==> config.mk <==
export PLATFORM = sky130hd
export DESIGN_NAME = slnt_ctrl
export DESIGN_NICKNAME = d
export VERILOG_FILES = /design/src/rtl/slnt_pkg.sv /design/src/rtl/slnt_ctrl.sv
export SDC_FILE = /design/constraint.sdc
export NUM_CORES = 1
export LEC_CHECK = 0
export BUFFER_PORTS_ARGS = -buffer_cell sky130_fd_sc_hd__clkbuf_2
export CAP_MARGIN = 20
export CORE_MARGIN = 8
export CORE_UTILIZATION = 39
export DETAILED_ROUTE_END_ITERATION = 10
export MAX_ROUTING_LAYER = met4
export PLACE_DENSITY = 0.74
export SLEW_MARGIN = 15
export SYNTH_ARGS = -nofsm -noshare
export SYNTH_HDL_FRONTEND = slang
export SYNTH_SLANG_ARGS = --single-unit
export TNS_END_PERCENT = 20
==> constraint.sdc <==
create_clock -name clk -period 1.4 [get_ports clk]
set_input_delay 0.21 -clock clk [delete_from_list [all_inputs] [get_ports clk]]
set_output_delay 0.21 -clock clk [all_outputs]
set_load 0.05 [all_outputs]
==> src/rtl/slnt_pkg.sv <==
// Shared types and codes for the sorted line-number table.
// Used by slnt_ctrl, slnt_dp, the top level and the checker; no dependencies.
package slnt_pkg;

	localparam int KEY_W   = 16;
	localparam int LEN_W   = 16;
	localparam int HND_W   = 16;
	localparam int INDEX_W = 8;
	localparam int TOTAL_W = 9;

	typedef enum logic [1:0] {
		OP_STORE  = 2'd0,
		OP_DELETE = 2'd1,
		OP_FIND   = 2'd2,
		OP_CLEAR  = 2'd3
	} op_t;

	typedef enum logic [1:0] {
		STAT_DONE      = 2'd0,
		STAT_MISSING   = 2'd1,
		STAT_FULL      = 2'd2,
		STAT_TOO_LARGE = 2'd3
	} status_t;

	typedef enum logic [2:0] {
		S_IDLE     = 3'd0,
		S_DISPATCH = 3'd1,
		S_SCAN     = 3'd2,
		S_SHIFT_UP = 3'd3,
		S_SHIFT_DN = 3'd4,
		S_WRITE    = 3'd5,
		S_RESULT   = 3'd6
	} state_t;

	// pointer/remaining-count preset
	typedef enum logic [1:0] {
		PI_SCAN = 2'd0,
		PI_UP   = 2'd1,
		PI_DN   = 2'd2
	} ptr_init_t;

	typedef enum logic [1:0] {
		CNT_HOLD = 2'd0,
		CNT_CLR  = 2'd1,
		CNT_INC  = 2'd2,
		CNT_DEC  = 2'd3
	} cnt_op_t;

	// source of the staged result
	typedef enum logic [1:0] {
		RES_ZERO = 2'd0,
		RES_HIT  = 2'd1,
		RES_NEW  = 2'd2
	} res_sel_t;

	typedef struct packed {
		logic [KEY_W-1:0] key;
		logic [LEN_W-1:0] len;
		logic [HND_W-1:0] hnd;
	} entry_t;

	typedef struct packed {
		logic      take;
		logic      ptr_ld;
		ptr_init_t ptr_init;
		logic      rd;
		logic      rd_dn;
		logic      shift_up;
		logic      shift_dn;
		logic      wr_new;
		cnt_op_t   cnt_op;
		logic      pos_ld;
		logic      res_load;
		res_sel_t  res_sel;
		status_t   res_status;
		logic      push;
	} ctl_cmd_t;

	typedef struct packed {
		op_t  op;
		logic too_large;
		logic hit;
		logic eq;
		logic rem_zero;
		logic vld;
		logic full;
		logic out_free;
	} dp_stat_t;

endpackage

==> src/rtl/slnt_ctrl.sv <==
// Controller state machine for the sorted line-number table.
// Depends on slnt_pkg; drives slnt_dp through ctl_cmd_t, reads dp_stat_t.
module slnt_ctrl (
	input  logic                clk,
	input  logic                arst_n,
	input  logic                in_valid,
	output logic                in_stall,
	input  slnt_pkg::dp_stat_t  stat,
	output slnt_pkg::ctl_cmd_t  cmd
);

	slnt_pkg::state_t state_q, state_d;
	logic found_q;
	logic exhausted, decide, found;

	assign exhausted = stat.rem_zero && !stat.vld;
	assign decide    = stat.hit || exhausted;
	assign found     = stat.hit && stat.eq;

	always_ff @(posedge clk or negedge arst_n) begin
		if (!arst_n) begin
			state_q <= slnt_pkg::S_IDLE;
			found_q <= 1'b0;
		end else begin
			state_q <= state_d;
			if (state_q == slnt_pkg::S_SCAN && decide) begin
				found_q <= found;
			end
		end
	end

	// next state
	always_comb begin
		state_d = state_q;
		unique case (state_q)
			slnt_pkg::S_IDLE: begin
				if (in_valid) state_d = slnt_pkg::S_DISPATCH;
			end
			slnt_pkg::S_DISPATCH: begin
				if (stat.op == slnt_pkg::OP_CLEAR) begin
					state_d = slnt_pkg::S_RESULT;
				end else if (stat.op == slnt_pkg::OP_STORE && stat.too_large) begin
					state_d = slnt_pkg::S_RESULT;
				end else begin
					state_d = slnt_pkg::S_SCAN;
				end
			end
			slnt_pkg::S_SCAN: begin
				if (decide) begin
					if (found) begin
						unique case (stat.op)
							slnt_pkg::OP_DELETE: state_d = slnt_pkg::S_SHIFT_DN;
							slnt_pkg::OP_STORE:  state_d = slnt_pkg::S_WRITE;
							default:             state_d = slnt_pkg::S_RESULT;
						endcase
					end else if (stat.op == slnt_pkg::OP_STORE && !stat.full) begin
						state_d = slnt_pkg::S_SHIFT_UP;
					end else begin
						state_d = slnt_pkg::S_RESULT;
					end
				end
			end
			slnt_pkg::S_SHIFT_UP: begin
				if (exhausted) state_d = slnt_pkg::S_WRITE;
			end
			slnt_pkg::S_SHIFT_DN: begin
				if (exhausted) state_d = slnt_pkg::S_RESULT;
			end
			slnt_pkg::S_WRITE: begin
				state_d = slnt_pkg::S_RESULT;
			end
			slnt_pkg::S_RESULT: begin
				if (stat.out_free) state_d = slnt_pkg::S_IDLE;
			end
			default: state_d = slnt_pkg::S_IDLE;
		endcase
	end

	// outputs
	always_comb begin
		in_stall       = 1'b1;
		cmd.take       = 1'b0;
		cmd.ptr_ld     = 1'b0;
		cmd.ptr_init   = slnt_pkg::PI_SCAN;
		cmd.rd         = 1'b0;
		cmd.rd_dn      = 1'b0;
		cmd.shift_up   = 1'b0;
		cmd.shift_dn   = 1'b0;
		cmd.wr_new     = 1'b0;
		cmd.cnt_op     = slnt_pkg::CNT_HOLD;
		cmd.pos_ld     = 1'b0;
		cmd.res_load   = 1'b0;
		cmd.res_sel    = slnt_pkg::RES_ZERO;
		cmd.res_status = slnt_pkg::STAT_DONE;
		cmd.push       = 1'b0;
		unique case (state_q)
			slnt_pkg::S_IDLE: begin
				in_stall = 1'b0;
				cmd.take = in_valid;
			end
			slnt_pkg::S_DISPATCH: begin
				if (stat.op == slnt_pkg::OP_CLEAR) begin
					cmd.cnt_op   = slnt_pkg::CNT_CLR;
					cmd.res_load = 1'b1;
				end else if (stat.op == slnt_pkg::OP_STORE && stat.too_large) begin
					cmd.res_load   = 1'b1;
					cmd.res_status = slnt_pkg::STAT_TOO_LARGE;
				end else begin
					cmd.ptr_ld = 1'b1;
				end
			end
			slnt_pkg::S_SCAN: begin
				cmd.rd = !stat.hit && !stat.rem_zero;
				if (decide) begin
					cmd.pos_ld   = 1'b1;
					cmd.res_load = 1'b1;
					if (found) begin
						if (stat.op == slnt_pkg::OP_STORE) begin
							cmd.res_sel = slnt_pkg::RES_NEW;
						end else begin
							cmd.res_sel = slnt_pkg::RES_HIT;
						end
						if (stat.op == slnt_pkg::OP_DELETE) begin
							cmd.ptr_ld   = 1'b1;
							cmd.ptr_init = slnt_pkg::PI_DN;
						end
					end else if (stat.op == slnt_pkg::OP_STORE) begin
						if (stat.full) begin
							cmd.res_status = slnt_pkg::STAT_FULL;
						end else begin
							cmd.res_sel  = slnt_pkg::RES_NEW;
							cmd.ptr_ld   = 1'b1;
							cmd.ptr_init = slnt_pkg::PI_UP;
						end
					end else begin
						cmd.res_status = slnt_pkg::STAT_MISSING;
					end
				end
			end
			slnt_pkg::S_SHIFT_UP: begin
				cmd.rd       = !stat.rem_zero;
				cmd.rd_dn    = 1'b1;
				cmd.shift_up = 1'b1;
			end
			slnt_pkg::S_SHIFT_DN: begin
				cmd.rd       = !stat.rem_zero;
				cmd.shift_dn = 1'b1;
				if (exhausted) cmd.cnt_op = slnt_pkg::CNT_DEC;
			end
			slnt_pkg::S_WRITE: begin
				cmd.wr_new = 1'b1;
				if (!found_q) cmd.cnt_op = slnt_pkg::CNT_INC;
			end
			slnt_pkg::S_RESULT: begin
				cmd.push = stat.out_free;
			end
			default: ;
		endcase
	end

endmodule

After elaboration in Yosys (flattened, before gate mapping)
Index checks and enable logic that the tools add are counted.
Widths: inputs -> output; s select.
{"block": "word_totals", "reg_bits": 4, "input_bits": 12}
{"block": "classes", "n_eq_ne": 13, "mux": 47, "reduce_logical": 15}
{"op": "$mux 3", "n": 14}
{"op": "$mux 2", "n": 14}
{"op": "$pmux 3 s7", "n": 1}
{"op": "$mux 1", "n": 11}
{"op": "$ne 2x2->1 const B", "n": 5}
{"op": "$eq 3x3->1 const B", "n": 3}
{"op": "$pmux 2 s2", "n": 2}
{"op": "$eq 3x2->1 const B", "n": 2}
{"op": "$logic_and 1x1->1", "n": 6}
{"op": "$mux 6", "n": 1}
{"op": "$pmux 1 s2", "n": 3}
{"op": "$pmux 2 s3", "n": 1}
{"op": "$reduce_and 5->1", "n": 1}
{"op": "$logic_not 1->1", "n": 4}
{"op": "$eq 3x1->1 const B", "n": 1}
{"op": "$logic_not 3->1", "n": 1}
{"op": "$eq 2x1->1 const B", "n": 1}
{"op": "$eq 2x2->1 const B", "n": 1}
{"op": "$logic_not 2->1", "n": 1}
{"op": "$reduce_or 2->1", "n": 1}
{"op": "$logic_or 1x1->1", "n": 1}

Longest topological paths before layout
{"block": "logic_depth", "depth_word": 6, "ltp_mapped": 5, "mapped_depth_nobuf": 5}

Least setup slack after synthesis
OpenSTA, ideal clock, no wires.
{"block": "synth_path", "path_kind": "reg-to-output", "start": "register state_q[0]", "end": "output cmd[1] in the netlist's numbering", "arrival_time_ns": 2.062, "required_time_ns": 1.190, "slack_ns": -0.872, "stages_incl_launch_ff": 4, "n_path_buf": 0, "cell_sequence": "dfrtp_1 nor3b_2 o21ai_2 o31ai_1"}
{"element": "from (decl)", "line_no": "slnt_ctrl.sv:12", "source": "slnt_pkg::state_t state_q, state_d;"}
{"element": "from (signal assigned)", "line_no": "slnt_ctrl.sv:22", "source": "state_q <= slnt_pkg::S_IDLE;"}
{"element": "from (signal assigned)", "line_no": "slnt_ctrl.sv:25", "source": "state_q <= state_d;"}
{"element": "to (decl)", "line_no": "slnt_ctrl.sv:9", "source": "output slnt_pkg::ctl_cmd_t cmd"}

==> reports/summary.md <==
## Run status
- finished, violations left — run status
- negative setup slack — failing checks

## Clocking
- 1 — number of H-tree levels
- 2 — clock buffer depth
- 4 — CTS sink cnt
- 230 ps — clock network latency to the later pin of the worst-skew pair
- yes — clock tree from TritonCTS
- sky130_fd_sc_hd__clkbuf_4 — root buffer cell
- 3 — clock buffers created by TritonCTS
- 40 ps — clock transition at the registers of the reported paths

## Yosys
- sky130_fd_sc_hd__dfrtp_1 — post-synthesis cell type with the largest combined area
- sky130_fd_sc_hd__dfrtp_1 — ys flop type
- 17.2% — share of synthesized area occupied by flip-flops and latches
- 7.29 um^2 — Post-Synthesis Mean Instance Area
- sky130_fd_sc_hd__dfrtp_1, sky130_fd_sc_hd__nor2_1, sky130_fd_sc_hd__o31ai_1 — ranking of synthesized cells by area
- 100% — share of async-settable or async-resettable flops after synthesis
- sky130_fd_sc_hd__nor2_1 — most common cell in the synthesized netlist
- sky130_fd_sc_hd__nor2_1, sky130_fd_sc_hd__a21oi_1, sky130_fd_sc_hd__o21ai_0 — most frequent cells after synthesis
- 0 — count of flip-flops with a built-in enable after synthesis
- 0 — synthesis warning total
- 37 — Netlist cell types
- 80 — synthesized instance count
- 583 um^2 — total standard cell area after synthesis
- 17.2% — fraction of synthesized cell area taken by the top area cell type
- 92 — net count after synthesis
- 4 — FF+latch count, synth

## Pwr
- 0.560 nW — Pleak
- 1990 uV — maximum vdd drop
- 2180 nW/um^2 — Cell Pwr Density

## Cells and area
- 49 — Fill cells
- 1340 um^2 — fin area
- 129% — Syn-to-layout area delta
- 143 — layout net count
- 0 — Antenna Diode Count
- 62.3% — proportion of layout cells with a drive suffix above 1

## STA
- 5.09 ps — setup skew after layout
- -466 ps — smallest setup slack after layout
- 22 — endpoints failing setup
- 1870 ps — post-route minimum period
- 77.0% — Max-Slew Margin vs Limit
- 0 — Max Transition Viols Final
- 0 — hold violation count in the final report
- -5980 ps — Total Neg Setup Slack
- yes — RSZ-0062 raised after global routing
- 133% — fin crit share
- 536 MHz — Max Freq
- 345 ps — actual slew at the worst max-slew pin

## Die
- 54.7 um — Chip Height
- 1450 um^2 — CORE AREA
- 40.1% — effective utilization at floorplan
- 14 — Rows
- 31 — IO Pins
- 2990 um^2 — Die ar.
- 54.7 um — Die X

## Critical path
- state_q[0] — worst r2r src
- simple AND/OR/NAND/NOR gates — kind of cell adding the most delay to the critical path
- state_q[2] — Reg-to-Reg End
- 2 — count of buffer and inverter cells on the critical path
- 6 — Worst R2R Path Depth
- 7 — top fanout value on the critical path
- 1190 ps — required time at the endpoint of the critical path
- reg -> out — crit path kind
- 1660 ps — critical path arrival
- state_q[1] — Critical path origin
- flip-flop — Startpoint Class
- -230 ps — FF-to-FF setup slack
- output pin — Worst Setup End Kind
- buf_6 -> nand2b_1 -> nor2_2 -> a32oi_1 -> nor2_1 -> buf_12 — critical path, cell by cell
- sky130_fd_sc_hd__dfrtp_1 — slowest cell on the critical path
- 400 ps — largest stage delay on the critical path

## Worst hold path
- in -> async — worst hold-check path type

## Route
- 4 — total iterations of the first detailed-routing run
- 848 — Via Count
- 2820 um — total wire length
- 0 — number of nets still failing antenna checks after routing
- 0 — Post-route DRC
- 19.3 um — routed length per instance
- 5.81 — detail-routed via count per cell
- 38 — First DRT Iteration DRCs

## Placed design
- 1140 um^2 — placed inst area
- 30 — number of input and output port buffers inserted
- 1820 um — Detail Placement HPWL
- 0.855 — placer congestion estimate

## Global route
- 17.3% — Total GRT Usage
- 0 — remaining global-route overflow
- 0 — initial antenna violation count
- 3770 um — global-route wire length before repair
- 841 — via count of the first global-routing pass
- 20 — pin count of the biggest net entering global routing

## Job
- 0 — number of maximum-capacitance constraint violations

-- per-stage QoR --
| step | power [mW] | cells | worst slack [ps] | utilization [%] | hold slack (ps) |
|---|---|---|---|---|---|
| CTS | 2.67 | 146 | -401 | 87.4 | 310 |
| global placement | 2.24 | 139 | -141 | 78.7 | 17.1 |
| detailed placement | 2.30 | 139 | -231 | 78.7 | 16.7 |
| global route | 3.03 | 146 | -526 | 91.8 | 333 |
| finish | 2.92 | 146 | -466 | 91.8 | 319 |
| floorplan | 1.44 | 80 | -670 | - | -85.6 |
-- timing repair --
item / in CTS / in global routing
endpoints found under the setup margin: 22 / 22
setup buffers: 2 / 0
pin swaps: 9 / 4
hold buffers: 1 / 0
resized for setup: 17 / 17
cloned: 0 / 0
hold endpoints to repair: 4 / 0
-- layer usage --
layer | part of all wire (%) | routed length (um) | GRT usage (%)
met1 | 37 | 1040 | 19.4
met2 | 52 | 1460 | 29.2
met3 | 8.4 | 236 | 2.72
met5 | 0 | 0 | -
met4 | 3.2 | 89 | 7.79
-- cell type report --
type | instances | area (um^2) | area share, %
Timing Repair Buffer | 52 | 634 | 47.5
Multi-Input combinational cell | 66 | 537 | 40.2
Sequential cell | 4 | 103 | 7.69
Clock buffer | 4 | 26.3 | 1.97
Tap cell | 16 | 20.0 | 1.50
Inverter | 4 | 15.0 | 1.12
-- placed cells by master (no fill, tap or decap), drive strengths merged --
master	n
nor4	3
nor2	11
nor2b	4
o21ai	7
a211oi	1
and3	1
nor3	1
o22ai	1
nand3	1
a2111oi	1
a31o	1
dfrtp	4
or3	1
clkbuf	16
dlygate4sd3	1
or2	3
nand2	4
and2	3
a21oi	5
nor3b	3
a22oi	1
buf	39
nand2b	3
o31ai	4
inv	4
a32oi	1
a21o	1
mux2i	2
a32o	1
a31oi	2
-- cells by family after synthesis --
family | share of synthesized area [%]
flip-flops | 17.2
multiplexers | 3.43
buffers and inverters | 9.01
AO/OA/AOI/OAI | 30.5
AND/OR/NAND/NOR | 39.9
-- registers in the layout, indices dropped and copies added, names as in the netlist --
| name | flops |
|---|---|
| found_q | 1 |
| state_q | 3 |
-- power breakdown --
part / switching (mW) / internal (mW) / total, mW
Clock: 0.0443 / 0.107 / 0.151
Combinational: 1.34 / 1.19 / 2.53
Sequential: 0.0598 / 0.179 / 0.239
Total: 1.44 / 1.47 / 2.92
-- how the worst max path moves through the flow --
stage,to,slack (ps),depth (start not counted)
final,cmd[2],-470,6
after global routing,cmd[2],-530,6
after CTS,cmd[2],-400,6
after detailed placement,cmd[16],-230,6
after global placement,cmd[16],-140,6
after floorplan,cmd[16],-670,4
Note: power is estimated with default switching activity, not from simulation.
